$ cat config.mk
export PLATFORM = sky130hd
export DESIGN_NAME = relay_register_block_link_timeout_core
export DESIGN_NICKNAME = d
export VERILOG_FILES = /design/src/sv/rrb_pkg.sv /design/src/sv/rrb_regmap.sv /design/src/sv/relay_register_block_link_timeout_core.sv
export SDC_FILE = /design/constraint.sdc
export NUM_CORES = 1
export LEC_CHECK = 0
export ABC_CLOCK_PERIOD_IN_PS = 10200
export BUFFER_PORTS_ARGS = -buffer_cell sky130_fd_sc_hd__buf_2
export CORE_ASPECT_RATIO = 1.4
export CORE_MARGIN = 1
export CORE_UTILIZATION = 30
export DETAILED_ROUTE_END_ITERATION = 10
export MAX_ROUTING_LAYER = met4
export PLACE_DENSITY = 0.52
export SYNTH_ARGS = -nofsm -noshare
export SYNTH_HDL_FRONTEND = slang
export SYNTH_SLANG_ARGS = --single-unit
$ cat constraint.sdc
create_clock -name i_clk -period 10.2 [get_ports i_clk]
set_input_delay 2.04 -clock i_clk [delete_from_list [all_inputs] [get_ports i_clk]]
set_output_delay 2.04 -clock i_clk [all_outputs]
set_load 0.02 [all_outputs]
$ cat src/sv/rrb_pkg.sv
// Shared definitions for the relay register block: opcodes, register map addresses,
// configuration indexes and reset values, port field widths and the access decode struct.
// Has no dependencies; every other file of the block imports it.
`default_nettype none

package rrb_pkg;

    // Field widths of the stream words.
    localparam int OP_W      = 2;
    localparam int ADDR_W    = 16;
    localparam int VALUE_W   = 16;
    localparam int RDATA_W   = 16;
    localparam int RELAY_W   = 8;
    localparam int CNT_W     = 16;
    localparam int CFG_W     = 16;
    localparam int CFG_IDX_W = 3;
    localparam int IN_DATA_W = 32;
    localparam int OUT_DATA_W = 32;

    // Default number of relays behind the block.
    localparam int RRB_RELAY_BITS = 8;

    // Item kinds carried in the slave tuser.
    typedef enum logic [OP_W-1:0] {
        OP_TICK  = 2'd0,
        OP_READ  = 2'd1,
        OP_WRITE = 2'd2
    } t_opcode;

    // Configuration register indexes.
    localparam logic [CFG_IDX_W-1:0] CFG_LOSS_TIMEOUT = 3'd0;
    localparam logic [CFG_IDX_W-1:0] CFG_APPLY_PERIOD = 3'd1;
    localparam logic [CFG_IDX_W-1:0] CFG_SUPV_PERIOD  = 3'd2;
    localparam logic [CFG_IDX_W-1:0] CFG_BOOT_DELAY   = 3'd3;
    localparam logic [CFG_IDX_W-1:0] CFG_SERVICE_KEY  = 3'd4;

    // Configuration reset values.
    localparam logic [CFG_W-1:0] RST_LOSS_TIMEOUT = 16'd10000;
    localparam logic [CFG_W-1:0] RST_APPLY_PERIOD = 16'd100;
    localparam logic [CFG_W-1:0] RST_SUPV_PERIOD  = 16'd500;
    localparam logic [CFG_W-1:0] RST_BOOT_DELAY   = 16'd50;
    localparam logic [CFG_W-1:0] RST_SERVICE_KEY  = 16'd20118;

    // Holding register map.
    localparam logic [ADDR_W-1:0] ADDR_RELAY    = 16'd0;
    localparam logic [ADDR_W-1:0] ADDR_RELAY_RB = 16'd1;
    localparam logic [ADDR_W-1:0] ADDR_ZERO     = 16'd3;
    localparam logic [ADDR_W-1:0] ADDR_SERVICE  = 16'd580;
    localparam logic [ADDR_W-1:0] ADDR_RSV0     = 16'd590;
    localparam logic [ADDR_W-1:0] ADDR_RSV1     = 16'd591;
    localparam logic [ADDR_W-1:0] ADDR_RSV2     = 16'd592;
    localparam logic [ADDR_W-1:0] ADDR_RSV3     = 16'd593;
    localparam logic [ADDR_W-1:0] ADDR_REBOOT   = 16'd594;
    localparam logic [ADDR_W-1:0] ADDR_BOOT     = 16'd900;

    localparam logic [RDATA_W-1:0] RDATA_UNKNOWN = 16'hFFFF;

    // Outcome of one register access, from the decoder to the state update.
    typedef struct packed {
        logic [RDATA_W-1:0] read_data;
        logic               wr_relay;
        logic               set_service;
        logic               set_reboot;
        logic               set_boot;
    } t_acc;

endpackage

`default_nettype wire

$ cat src/sv/rrb_regmap.sv
// Holding register decoder: turns one read or write access into read data and write strobes.
// Depends on rrb_pkg for the address map and the t_acc struct.
`default_nettype none

module rrb_regmap
    import rrb_pkg::*;
(
    input  wire logic               i_wr,
    input  wire logic [ADDR_W-1:0]  i_addr,
    input  wire logic [VALUE_W-1:0] i_value,
    input  wire logic [CFG_W-1:0]   i_service_key,
    input  wire logic [RELAY_W-1:0] i_applied,
    input  wire logic               i_service,
    input  wire logic               i_reboot,
    input  wire logic               i_boot_pending,
    output t_acc                    o_acc
);

    logic w_key_ok;

    assign w_key_ok = i_wr && (i_value == i_service_key);

    always_comb begin
        o_acc = '0;
        unique case (i_addr) inside
            ADDR_RELAY: begin
                // A write to the relay register answers zero; a read gives the applied pattern.
                o_acc.wr_relay  = i_wr;
                o_acc.read_data = i_wr ? '0 : RDATA_W'(i_applied);
            end
            ADDR_RELAY_RB: o_acc.read_data = RDATA_W'(i_applied);
            ADDR_ZERO, ADDR_RSV0, ADDR_RSV1, ADDR_RSV2, ADDR_RSV3: o_acc.read_data = '0;
            ADDR_SERVICE: begin
                o_acc.set_service = w_key_ok;
                o_acc.read_data   = RDATA_W'(i_service || w_key_ok);
            end
            ADDR_REBOOT: begin
                o_acc.set_reboot = i_wr;
                o_acc.read_data  = RDATA_W'(i_reboot || i_wr);
            end
            ADDR_BOOT: begin
                o_acc.set_boot  = i_wr;
                o_acc.read_data = RDATA_W'(i_boot_pending || i_wr);
            end
            default: o_acc.read_data = RDATA_UNKNOWN;
        endcase
    end

endmodule

`default_nettype wire

$ cat src/sv/relay_register_block_link_timeout_core.sv
// Top level of the relay register block: stream ports, configuration registers, state and timers.
// Depends on rrb_pkg and instantiates rrb_regmap.
`default_nettype none

// Relay output controller behind a small holding-register map. Every slave word is one item:
// a one-millisecond tick (tuser = tick), a register read or a register write, and every item
// yields exactly one master word carrying the read data and a snapshot of the relay, link, LED,
// service, reboot and boot-jump state after that item. Writes to register 0 set the commanded
// relay pattern; on ticks the apply task copies it to the relay outputs once per apply period
// and services a pending reboot (which freezes the block for good) or a delayed boot jump, and
// the supervise task drops the link, clears the commanded pattern and blinks the LED once no
// access has arrived for the loss timeout. The block takes one word per clock as long as the
// master side takes its words: a word is captured in an input register, its whole effect is
// computed in one pass of short logic (a few 16-bit saturating increments and compares plus
// the address decode) and lands in an output register. Configuration is written through
// i_cfg_we/i_cfg_addr/i_cfg_data; the user must write it only while no word is in flight, as
// the block does not enforce this. Indexes beyond the register list are ignored.

module relay_register_block_link_timeout_core
    import rrb_pkg::*;
#(
    parameter int RELAY_BITS = RRB_RELAY_BITS
) (
    input  wire logic                  i_clk,
    input  wire logic                  i_rst_n,

    input  wire logic                  s_axis_tvalid,
    output logic                       s_axis_tready,
    // tdata fields from bit 0 up: reg_addr[15:0], write_value[31:16].
    input  wire logic [IN_DATA_W-1:0]  s_axis_tdata,
    // tuser fields from bit 0 up: opcode[1:0].
    input  wire logic [OP_W-1:0]       s_axis_tuser,

    output logic                       m_axis_tvalid,
    input  wire logic                  m_axis_tready,
    // tdata fields from bit 0 up: read_data[15:0], relay_outputs[23:16], link_ok[24],
    // status_led[25], service_active[26], reboot_now[27], boot_jump[28], zeros[31:29].
    output logic [OUT_DATA_W-1:0]      m_axis_tdata,

    input  wire logic                  i_cfg_we,
    input  wire logic [CFG_IDX_W-1:0]  i_cfg_addr,
    input  wire logic [CFG_W-1:0]      i_cfg_data
);

    // Relay storage is as wide as the relays, capped by the 8-bit field of the result.
    localparam int RLY_W = (RELAY_BITS < RELAY_W) ? RELAY_BITS : RELAY_W;

    function automatic logic [CNT_W-1:0] sat_inc(input logic [CNT_W-1:0] v);
        return (v == '1) ? v : v + CNT_W'(1);
    endfunction

    // Configuration registers.
    logic [CFG_W-1:0] r_loss_timeout, r_apply_period, r_supv_period, r_boot_delay, r_service_key;

    // Input stage.
    logic               r_in_valid;
    logic [OP_W-1:0]    r_in_op;
    logic [ADDR_W-1:0]  r_in_addr;
    logic [VALUE_W-1:0] r_in_value;

    // Block state and its next values.
    logic [RLY_W-1:0] r_applied, n_applied, r_commanded, n_commanded;
    logic             r_service, n_service, r_reboot, n_reboot, r_boot_pending, n_boot_pending;
    logic             r_link, n_link, r_led, n_led, r_frozen, n_frozen;
    logic [CNT_W-1:0] r_boot_elapsed, n_boot_elapsed, r_idle_elapsed, n_idle_elapsed;
    logic [CNT_W-1:0] r_apply_elapsed, n_apply_elapsed, r_supv_elapsed, n_supv_elapsed;
    logic             n_jump;
    logic [RDATA_W-1:0] n_rdata;

    // Output stage.
    logic                  r_out_valid;
    logic [OUT_DATA_W-1:0] r_out_data;
    logic [OUT_DATA_W-1:0] n_out_data;

    logic             w_adv;
    logic [CNT_W-1:0] w_apply_inc, w_supv_inc, w_idle_inc, w_boot_inc;
    logic             w_apply_fire, w_supv_fire;
    t_acc             w_acc;

    // The pass advances when a word waits and the output register is free or being emptied.
    assign w_adv         = r_in_valid && (!r_out_valid || m_axis_tready);
    assign s_axis_tready = !r_in_valid || w_adv;
    assign m_axis_tvalid = r_out_valid;
    assign m_axis_tdata  = r_out_data;

    rrb_regmap u_regmap (
        .i_wr           (r_in_op == OP_WRITE),
        .i_addr         (r_in_addr),
        .i_value        (r_in_value),
        .i_service_key  (r_service_key),
        .i_applied      (RELAY_W'(r_applied)),
        .i_service      (r_service),
        .i_reboot       (r_reboot),
        .i_boot_pending (r_boot_pending),
        .o_acc          (w_acc)
    );

    // Tick counters advance first, saturating; the boot counter only runs while a jump waits.
    assign w_apply_inc  = sat_inc(r_apply_elapsed);
    assign w_supv_inc   = sat_inc(r_supv_elapsed);
    assign w_idle_inc   = sat_inc(r_idle_elapsed);
    assign w_boot_inc   = r_boot_pending ? sat_inc(r_boot_elapsed) : r_boot_elapsed;
    assign w_apply_fire = (w_apply_inc >= r_apply_period);
    // A reboot serviced by the apply task ends the tick before supervision runs.
    assign w_supv_fire  = (w_supv_inc >= r_supv_period) && !(w_apply_fire && r_reboot);

    always_comb begin
        n_applied       = r_applied;
        n_commanded     = r_commanded;
        n_service       = r_service;
        n_reboot        = r_reboot;
        n_boot_pending  = r_boot_pending;
        n_boot_elapsed  = r_boot_elapsed;
        n_link          = r_link;
        n_led           = r_led;
        n_frozen        = r_frozen;
        n_idle_elapsed  = r_idle_elapsed;
        n_apply_elapsed = r_apply_elapsed;
        n_supv_elapsed  = r_supv_elapsed;
        n_jump          = 1'b0;
        n_rdata         = '0;

        if (!r_frozen) begin
            case (r_in_op)
                OP_TICK: begin
                    n_apply_elapsed = w_apply_inc;
                    n_supv_elapsed  = w_supv_inc;
                    n_idle_elapsed  = w_idle_inc;
                    n_boot_elapsed  = w_boot_inc;
                    if (w_apply_fire) begin
                        n_apply_elapsed = '0;
                        n_applied       = r_commanded;
                        if (r_reboot) begin
                            n_frozen = 1'b1;
                        end else if (r_boot_pending && (w_boot_inc > r_boot_delay)) begin
                            n_boot_pending = 1'b0;
                            n_jump         = 1'b1;
                        end
                    end
                    if (w_supv_fire) begin
                        n_supv_elapsed = '0;
                        if (w_idle_inc >= r_loss_timeout) begin
                            n_link      = 1'b0;
                            n_commanded = '0;
                        end
                        // The LED blinks only while the link is down after this check.
                        if (!n_link) begin
                            n_led = !r_led;
                        end
                    end
                end
                OP_READ, OP_WRITE: begin
                    n_idle_elapsed = '0;
                    if (!r_link) begin
                        n_link = 1'b1;
                        n_led  = 1'b1;
                    end
                    n_rdata = w_acc.read_data;
                    if (w_acc.wr_relay) begin
                        n_commanded = r_in_value[RLY_W-1:0];
                    end
                    if (w_acc.set_service) begin
                        n_service = 1'b1;
                    end
                    if (w_acc.set_reboot) begin
                        n_reboot = 1'b1;
                    end
                    if (w_acc.set_boot) begin
                        n_boot_pending = 1'b1;
                        n_boot_elapsed = '0;
                    end
                end
                default: ;
            endcase
        end

        n_out_data = {3'b000, n_jump, n_frozen, n_service, n_led, n_link,
                      RELAY_W'(n_applied), n_rdata};
    end

    always_ff @(posedge i_clk) begin
        if (!i_rst_n) begin
            r_loss_timeout  <= RST_LOSS_TIMEOUT;
            r_apply_period  <= RST_APPLY_PERIOD;
            r_supv_period   <= RST_SUPV_PERIOD;
            r_boot_delay    <= RST_BOOT_DELAY;
            r_service_key   <= RST_SERVICE_KEY;
            r_in_valid      <= 1'b0;
            r_out_valid     <= 1'b0;
            r_applied       <= '0;
            r_commanded     <= '0;
            r_service       <= 1'b0;
            r_reboot        <= 1'b0;
            r_boot_pending  <= 1'b0;
            r_boot_elapsed  <= '0;
            r_link          <= 1'b0;
            r_led           <= 1'b0;
            r_frozen        <= 1'b0;
            r_idle_elapsed  <= '0;
            r_apply_elapsed <= '0;
            r_supv_elapsed  <= '0;
        end else begin
            if (i_cfg_we) begin
                unique case (i_cfg_addr)
                    CFG_LOSS_TIMEOUT: r_loss_timeout <= i_cfg_data;
                    CFG_APPLY_PERIOD: r_apply_period <= i_cfg_data;
                    CFG_SUPV_PERIOD:  r_supv_period  <= i_cfg_data;
                    CFG_BOOT_DELAY:   r_boot_delay   <= i_cfg_data;
                    CFG_SERVICE_KEY:  r_service_key  <= i_cfg_data;
                    default: ;
                endcase
            end

            if (s_axis_tvalid && s_axis_tready) begin
                r_in_valid <= 1'b1;
            end else if (w_adv) begin
                r_in_valid <= 1'b0;
            end

            if (w_adv) begin
                r_out_valid     <= 1'b1;
                r_applied       <= n_applied;
                r_commanded     <= n_commanded;
                r_service       <= n_service;
                r_reboot        <= n_reboot;
                r_boot_pending  <= n_boot_pending;
                r_boot_elapsed  <= n_boot_elapsed;
                r_link          <= n_link;
                r_led           <= n_led;
                r_frozen        <= n_frozen;
                r_idle_elapsed  <= n_idle_elapsed;
                r_apply_elapsed <= n_apply_elapsed;
                r_supv_elapsed  <= n_supv_elapsed;
            end else if (m_axis_tready) begin
                r_out_valid <= 1'b0;
            end
        end
    end

    // Payload registers load without reset.
    always_ff @(posedge i_clk) begin
        if (s_axis_tvalid && s_axis_tready) begin
            r_in_op    <= s_axis_tuser;
            r_in_addr  <= s_axis_tdata[ADDR_W-1:0];
            r_in_value <= s_axis_tdata[ADDR_W +: VALUE_W];
        end
        if (w_adv) begin
            r_out_data <= n_out_data;
        end
    end

    // Once frozen, the block never thaws.
    a_frozen_sticks: assert property (@(posedge i_clk) disable iff (!i_rst_n)
        r_frozen |=> r_frozen)
        else $error("frozen flag cleared");

    // A frozen block leaves the relay outputs untouched.
    a_frozen_relays: assert property (@(posedge i_clk) disable iff (!i_rst_n)
        (r_frozen && w_adv) |=> $stable(r_applied))
        else $error("relay outputs changed while frozen");

    // With the link up the LED is steadily on.
    a_link_led: assert property (@(posedge i_clk) disable iff (!i_rst_n)
        r_link |-> r_led)
        else $error("link up with LED off");

    // A boot jump pulse never comes with a reboot freeze in the same word.
    a_jump_not_frozen: assert property (@(posedge i_clk) disable iff (!i_rst_n)
        r_out_valid && r_out_data[28] |-> !r_out_data[27])
        else $error("boot jump reported together with reboot");

endmodule

`default_nettype wire

Yosys cells after proc, flatten, opt, wreduce, memory -nomap -nowiden
Index checks and enable logic that the tools add are counted.

Add/sub/neg operators: 4. Multipliers: 0. Div/mod/pow operators: 0. Order comparisons: 4. Equality and inequality tests: 27. Shifts and indexed selects: 0. Muxes and demuxes: 52. Bitwise logic cells: 4. Reductions and logical operators: 36.

Operator list (count): 2-to-1 mux 16 bit (8); equality test 16 x 10 -> 1 bit (second input constant) (7); case mux 16 bit (6 select lines) (1); adder 16 x 1 -> 16 bit (second input constant) (4); equality test 16 bit (second input constant) (4); case mux 16 bit (2 select lines) (2); 2-to-1 mux 8 bit (7); >= comparator 16 bit (3); 2-to-1 mux 1 bit (30); equality test 16 x 1 -> 1 bit (second input constant) (1); equality test 16 bit (1); equality test 16 x 2 -> 1 bit (second input constant) (1); > comparator 16 bit (1); zero test 16 bit (1); case mux 8 bit (2 select lines) (1); inequality test 2 bit (second input constant) (5); AND reduction 2 bit (5); AND reduction 4 bit (2); AND reduction 7 bit (1); equality test 3 x 2 -> 1 bit (second input constant) (2); logical AND 1 bit (6); case mux 1 bit (2 select lines) (3); AND reduction 3 bit (2); AND reduction 6 bit (1); other kinds (14) (28).

Register bits after elaboration: 231. Bits in latches: 0. Memory bits (writable): 0. Bits in read-only memories: 0. Input port bits: 58. Output and inout bits: 34. Memories: 0.

Logic depth before layout (Yosys ltp)
Depth after elaboration: 13. Gate-level depth with buffers: 18. Gate-level depth less buffers: 15.

By module
From an unflattened synthesis, not the netlist that was laid out.

Cell total of the unflattened synthesis: 1379. Area, all modules: 12206.7 µm².

Modules (own cells, without submodules): relay_register_block_link_timeout_core (times used 1, cells each 1303, area each 11622.4 µm², sequential area each 5255.0 µm²); rrb_regmap (times used 1, cells each 76, area each 584.3 µm², sequential area each 0.0 µm²).

Least setup slack after synthesis
Ideal clock, no wire load.

Kind: input port to output port. Start: input m_axis_tready. End: output s_axis_tready. Arrival: 2.436 ns. Setup slack: 5.724 ns. Stages: 2. Cells stage by stage: nor2b_1 nand2_1.

Word-level cells in the longest chain between the ends: 3.

RTL lines: start, declared (RTL line relay_register_block_link_timeout_core.sv:35) `input wire logic m_axis_tready,`; logical OR 1 bit (RTL line relay_register_block_link_timeout_core.sv:81) `assign w_adv = r_in_valid && (!r_out_valid || m_axis_tready);`; logical AND 1 bit (RTL line relay_register_block_link_timeout_core.sv:81); logical OR 1 bit (RTL line relay_register_block_link_timeout_core.sv:82) `assign s_axis_tready = !r_in_valid || w_adv;`; end, declared (RTL line relay_register_block_link_timeout_core.sv:28) `output logic s_axis_tready,`.

Every way passes these cells.

Worst setup path after layout
Start: register r_apply_elapsed[0]. End: register r_commanded[4].

Word-level cells in the longest chain between the ends: 8. Elaborated cells on any way between the ends: 9.

RTL lines: start, declared (RTL line relay_register_block_link_timeout_core.sv:66) `logic [CNT_W-1:0] r_apply_elapsed, n_apply_elapsed, r_supv_elapsed, n_supv_elapsed;`; start signal, assigned (RTL line relay_register_block_link_timeout_core.sv:232) `r_apply_elapsed <= n_apply_elapsed;`; adder 16 x 1 -> 16 bit or equality test 16 bit (tied branches) (RTL line relay_register_block_link_timeout_core.sv:49) `return (v == '1) ? v : v + CNT_W'(1);`; 2-to-1 mux 16 bit * (RTL line relay_register_block_link_timeout_core.sv:49); >= comparator 16 bit * (RTL line relay_register_block_link_timeout_core.sv:103) `assign w_apply_fire = (w_apply_inc >= r_apply_period);`; logical AND 1 bit * (RTL line relay_register_block_link_timeout_core.sv:105) `assign w_supv_fire = (w_supv_inc >= r_supv_period) && !(w_apply_fire && r_reboot);`; zero test 1 bit * (RTL line relay_register_block_link_timeout_core.sv:105); logical AND 1 bit * (RTL line relay_register_block_link_timeout_core.sv:105); inequality test 2 bit (no source line) *; AND reduction 6 bit (no source line) *; end signal, assigned (RTL line relay_register_block_link_timeout_core.sv:223) `r_commanded <= n_commanded;`; end, declared (RTL line relay_register_block_link_timeout_core.sv:62) `logic [RLY_W-1:0] r_applied, n_applied, r_commanded, n_commanded;`.

Mark *: on every way between the ends. The rest lies on a longest branch, timed or not. A chain may end at the register's enable or synchronous reset.

==> results.md <==
Global route:
- In the global route stage, overall resource usage came out at 0.157.
- The number of antenna violations at the first check in global routing is 4.
- The remaining global-route overflow is 0.
- The maximum number of pins on one net before global-route repair is 75.
- The first-pass GRT wire length is 48.5 mm.
- The number of global-route vias before repair is around 9000.

Logic synthesis:
- In the synthesized netlist the async set-or-reset flop fraction comes to 0.
- After synthesis the cells add up to 11700 um^2.
- Counting flops and latches in the post-synthesis netlist gives 224.
- The fraction of synthesized cell area taken by the top area cell type is 0.287.
- The count of flip-flops with a built-in enable after synthesis is 56.
- The cell type with the highest aggregate area in the netlist is sky130_fd_sc_hd__dfxtp_1.
- Yosys attributes the largest share of cell area to sky130_fd_sc_hd__dfxtp_1 29%, sky130_fd_sc_hd__edfxtp_1 14%, sky130_fd_sc_hd__ha_1 7.7%, sky130_fd_sc_hd__nand2_1 7.6%, sky130_fd_sc_hd__a21oi_1 5.0%.
- After synthesis, the most frequently instantiated cells are 238 x sky130_fd_sc_hd__nand2_1, 168 x sky130_fd_sc_hd__dfxtp_1, 118 x sky130_fd_sc_hd__a21oi_1.
- The count of mapped cells out of synthesis is 1351.
- The warning count from the yosys run is 0.
- The per-instance average area after synthesis is 8.68 um^2.
- The most instantiated flip-flop cell in the synthesis netlist is sky130_fd_sc_hd__dfxtp_1.
- The most common cell in the netlist is sky130_fd_sc_hd__nand2_1.
- The share of the Yosys chip area taken by registers is 0.430.
- The synthesized netlist contains 69 unique library cells.

Cells and area:
- The fraction of final layout cells with drive strength greater than 1 is 0.127.
- Summing all multi-input logic gate instances after layout gives 6060 um^2.
- Relative to the synthesized area, the layout overhead comes to 14.2%.
- With fillers left out, the area of the finished cells amounts to 13400 um^2.
- The sequential cells in the finished layout cover a total of 5040 um^2.
- The layout has 4033 filler cells.
- The number of nets in the layout is 1532.

Power:
- VDD sags by at most 0.0919 mV.
- Summed over all cells, the static leakage comes to ~5.2 nW.
- In this run the power density over the cells is between 100 and 150 nW/um^2.

Die:
- The height of the die is 236 um.
- The floorplan step defined a die boundary enclosing 39900 um^2.
- The horizontal die dimension is 169 um.
- 92 I/O pins were placed.
- The initial core utilization is 0.305.
- After floorplanning, the core was divided into 85 placement rows.
- In this run the standard cell core region covers 38500 um^2.

Routing:
- The detail route stage leaves a number of antenna-violating nets equal to 0.
- The DRC marker count from the first detailed-route iteration is ~450.
- The aggregate routed wire length is 30.3 mm.
- The overall via count from detail_route is 9425.
- The wire length per cell after detailed routing is 15.6 um.
- Dividing the detail-routed via count by the number of cells gives 4.85.
- In the routed design, unresolved DRC markers number 0.
- The detailed-router iteration count before antenna repair is 4.

Placed design:
- Port buffering added 88 buffers.
- The routability congestion estimate is 0.806.
- Detailed placement finished with a half-perimeter wire length of roughly 22 mm.
- The post-detailed-placement cell area is 12600 um^2.

Worst setup path:
- The register-to-register setup slack is 4.87 ns.
- In this run the critical register-to-register path is launched from r_apply_elapsed[0].
- The endpoint identified for the worst register-to-register timing path is r_commanded[4].
- The logic depth of the worst register-to-register path is 14.
- The required time at the worst-slack endpoint is 10.59 ns.
- The startpoint class of the critical path is a flip-flop.
- The endpoint arrival time on the critical path is 5.72 ns.
- Along the worst path, the maximum fanout reaches 25.
- The element type at the critical path end is a flip-flop.
- The worst setup path is of the reg -> reg kind.

Hold path:
- The worst hold endpoint is r_boot_delay[9].
- The type of the worst min-delay path is reg -> reg.
- The origin of the worst min-delay path is r_boot_delay[9].
- The hold-critical path depth is 2.

Clock tree:
- The CTS tree is yes.
- The root cell of the clock tree is sky130_fd_sc_hd__clkbuf_16.
- The clock latency on the worst-skew pair is 0.53 ns.
- The number of sinks on the clock net is 224.
- The count of buffers added by post-CTS timing repair for setup is 0.
- In this run, CTS created clock tree buffers numbering 23.
- The number of hold buffers added after CTS was 0.
- The depth of the CTS H-tree is 1.
- Once the clock tree was built, the resizer swapped 0 gates to a different size.
- The clock-pin slew on the worst setup and hold paths is roughly 0.06 ns.
- The clock passes through at most 3 buffers.

Timing:
- The final critical path time including I/O delays and setup is 5.33 ns.
- The count of endpoints failing setup in the final report is 0.
- The remaining max-slew budget at the tightest pin is 0.191.
- Between clock sinks in the finished design, the worst skew comes to 0.0133 ns.
- The final cycle utilization of the critical path is 0.522.
- The final number of hold-violating endpoints is 0.
- The final sum of negative setup slack is 0 ns.
- Setup repair after global routing left no endpoint under its margin.
- The slew at the pin closest to its max-slew limit is ~1.2 ns.
- The max-slew violation count is 0.
- Based on the critical path, the design can be clocked at up to 188 MHz.

Run status:
- The flow ran to the end, and the final reports show no timing, DRC or antenna violations.

Run:
- The number of max-cap violations is 0.
==> registers in the layout, summed over array words and instances (netlist names) <==
signal and flops:
r_applied 8, r_service_key 16, r_boot_elapsed 16, r_reboot 1, r_commanded 8, r_supv_elapsed 16
r_in_op 2, r_apply_elapsed 16, m_axis_tvalid 1, r_boot_pending 1, r_led 1, r_supv_period 16
r_link 1, r_in_value 16, r_in_addr 16, m_axis_tdata 22, r_boot_delay 16, r_in_valid 1
r_apply_period 16, r_idle_elapsed 16, r_loss_timeout 16, r_frozen 1, r_service 1
==> cell type report <==
type,instances,share of cell area
Multi-Input combinational cell,978,0.453
Sequential cell,224,0.377
Clock buffer,29,0.0508
Tap cell,522,0.0488
Timing Repair Buffer,97,0.0379
Inverter,78,0.0220
Clock inverter,13,0.0100
Antenna cell,4,0.000748
==> cells in the final DEF, fill, tap and decap left out, drive strengths merged, types with 14 or more instances in the layout <==
| cell | synthesis | routed |
|---|---|---|
| a21o | 21 | 21 |
| a21oi | 118 | 118 |
| a22oi | 24 | 24 |
| a31oi | 14 | 14 |
| and3 | 19 | 19 |
| buf | 23 | 97 |
| clkbuf | 50 | 29 |
| dfxtp | 168 | 168 |
| edfxtp | 56 | 56 |
| ha | 72 | 72 |
| inv | 78 | 79 |
| mux2 | 17 | 17 |
| mux2i | 19 | 19 |
| nand2 | 238 | 238 |
| nand3 | 74 | 74 |
| nand4 | 18 | 18 |
| nor2 | 83 | 83 |
| nor3 | 28 | 28 |
| o211ai | 23 | 23 |
| o21ai | 28 | 28 |
| or3 | 15 | 15 |
| xnor2 | 40 | 40 |
| xor2 | 16 | 16 |
==> through the flow <==
| step | power [mW] | hold WS [ns] | util | instances | worst slack [ns] |
|---|---|---|---|---|---|
| 2_1_floorplan | 1.05 | 0.436 | - | 1353 | 5.72 |
| 3_3_place_gp | 1.10 | 0.443 | 0.326 | 1899 | 5.03 |
| 3_5_place_dp | 1.10 | 0.448 | 0.326 | 1899 | 4.96 |
| 4_1_cts | 2.01 | 0.457 | 0.347 | 1941 | 4.95 |
| 5_1_grt | 2.06 | 0.474 | 0.348 | 1945 | 4.56 |
| 6_report | 1.98 | 0.454 | 0.348 | 1945 | 4.87 |
==> worst max-delay path by stage <==
| stage | endpoint | startpoint | cells after the start | slack (ns) |
|---|---|---|---|---|
| 2_1_floorplan | s_axis_tready | m_axis_tready | 2 | 5.72 |
| 3_3_place_gp | r_commanded[3] | r_apply_elapsed[0] | 14 | 5.03 |
| 3_5_place_dp | r_commanded[7] | r_apply_elapsed[0] | 14 | 4.96 |
| 4_1_cts | r_commanded[4] | r_apply_elapsed[0] | 14 | 4.95 |
| 5_1_grt | r_commanded[4] | r_apply_elapsed[0] | 14 | 4.56 |
| 6_report | r_commanded[4] | r_apply_elapsed[0] | 14 | 4.87 |
==> metal layers <==
metal,share of wire,GRT usage,wire length [um],vias up
met4,0.023,0.0530,702,0
met3,0.032,0.0190,964,35
met5,0,-,0,-
met2,0.53,0.289,16100,126
met1,0.41,0.173,12600,4432
li1,-,-,-,4832
==> cells by family after synthesis <==
| family | synth area share |
|---|---|
| and+or+nand+nor | 0.217 |
| AOI/OAI and AO/OA | 0.148 |
| buffers and inverters | 0.0532 |
| adders and majority gates | 0.0768 |
| other | 0.000320 |
| DFF | 0.430 |
| muxes | 0.0325 |
| xor gates and xnor gates | 0.0418 |
==> critical path, cell delays in order, from the launching register on <==
cell and delay [ns]:
sky130_fd_sc_hd__dfxtp_1 0.43, sky130_fd_sc_hd__ha_1 0.22, sky130_fd_sc_hd__and3_1 0.31, sky130_fd_sc_hd__and4_1 0.26
sky130_fd_sc_hd__nand4_1 0.59, sky130_fd_sc_hd__and3_1 0.45, sky130_fd_sc_hd__xor2_1 0.16, sky130_fd_sc_hd__ha_1 0.30
sky130_fd_sc_hd__nand4_1 0.09, sky130_fd_sc_hd__o311a_2 0.42, sky130_fd_sc_hd__o41ai_4 0.19, sky130_fd_sc_hd__buf_4 0.28
sky130_fd_sc_hd__a22o_1 0.86, sky130_fd_sc_hd__o22ai_2 0.39, sky130_fd_sc_hd__mux2i_1 0.21
==> power by group <==
part	internal (mW)	total, mW	switching [mW]
registers	0.935	0.951	0.0159
clock network	0.528	0.903	0.375
logic	0.0435	0.130	0.0867
total	1.51	1.98	0.478
(Power assumes the default switching activity.)
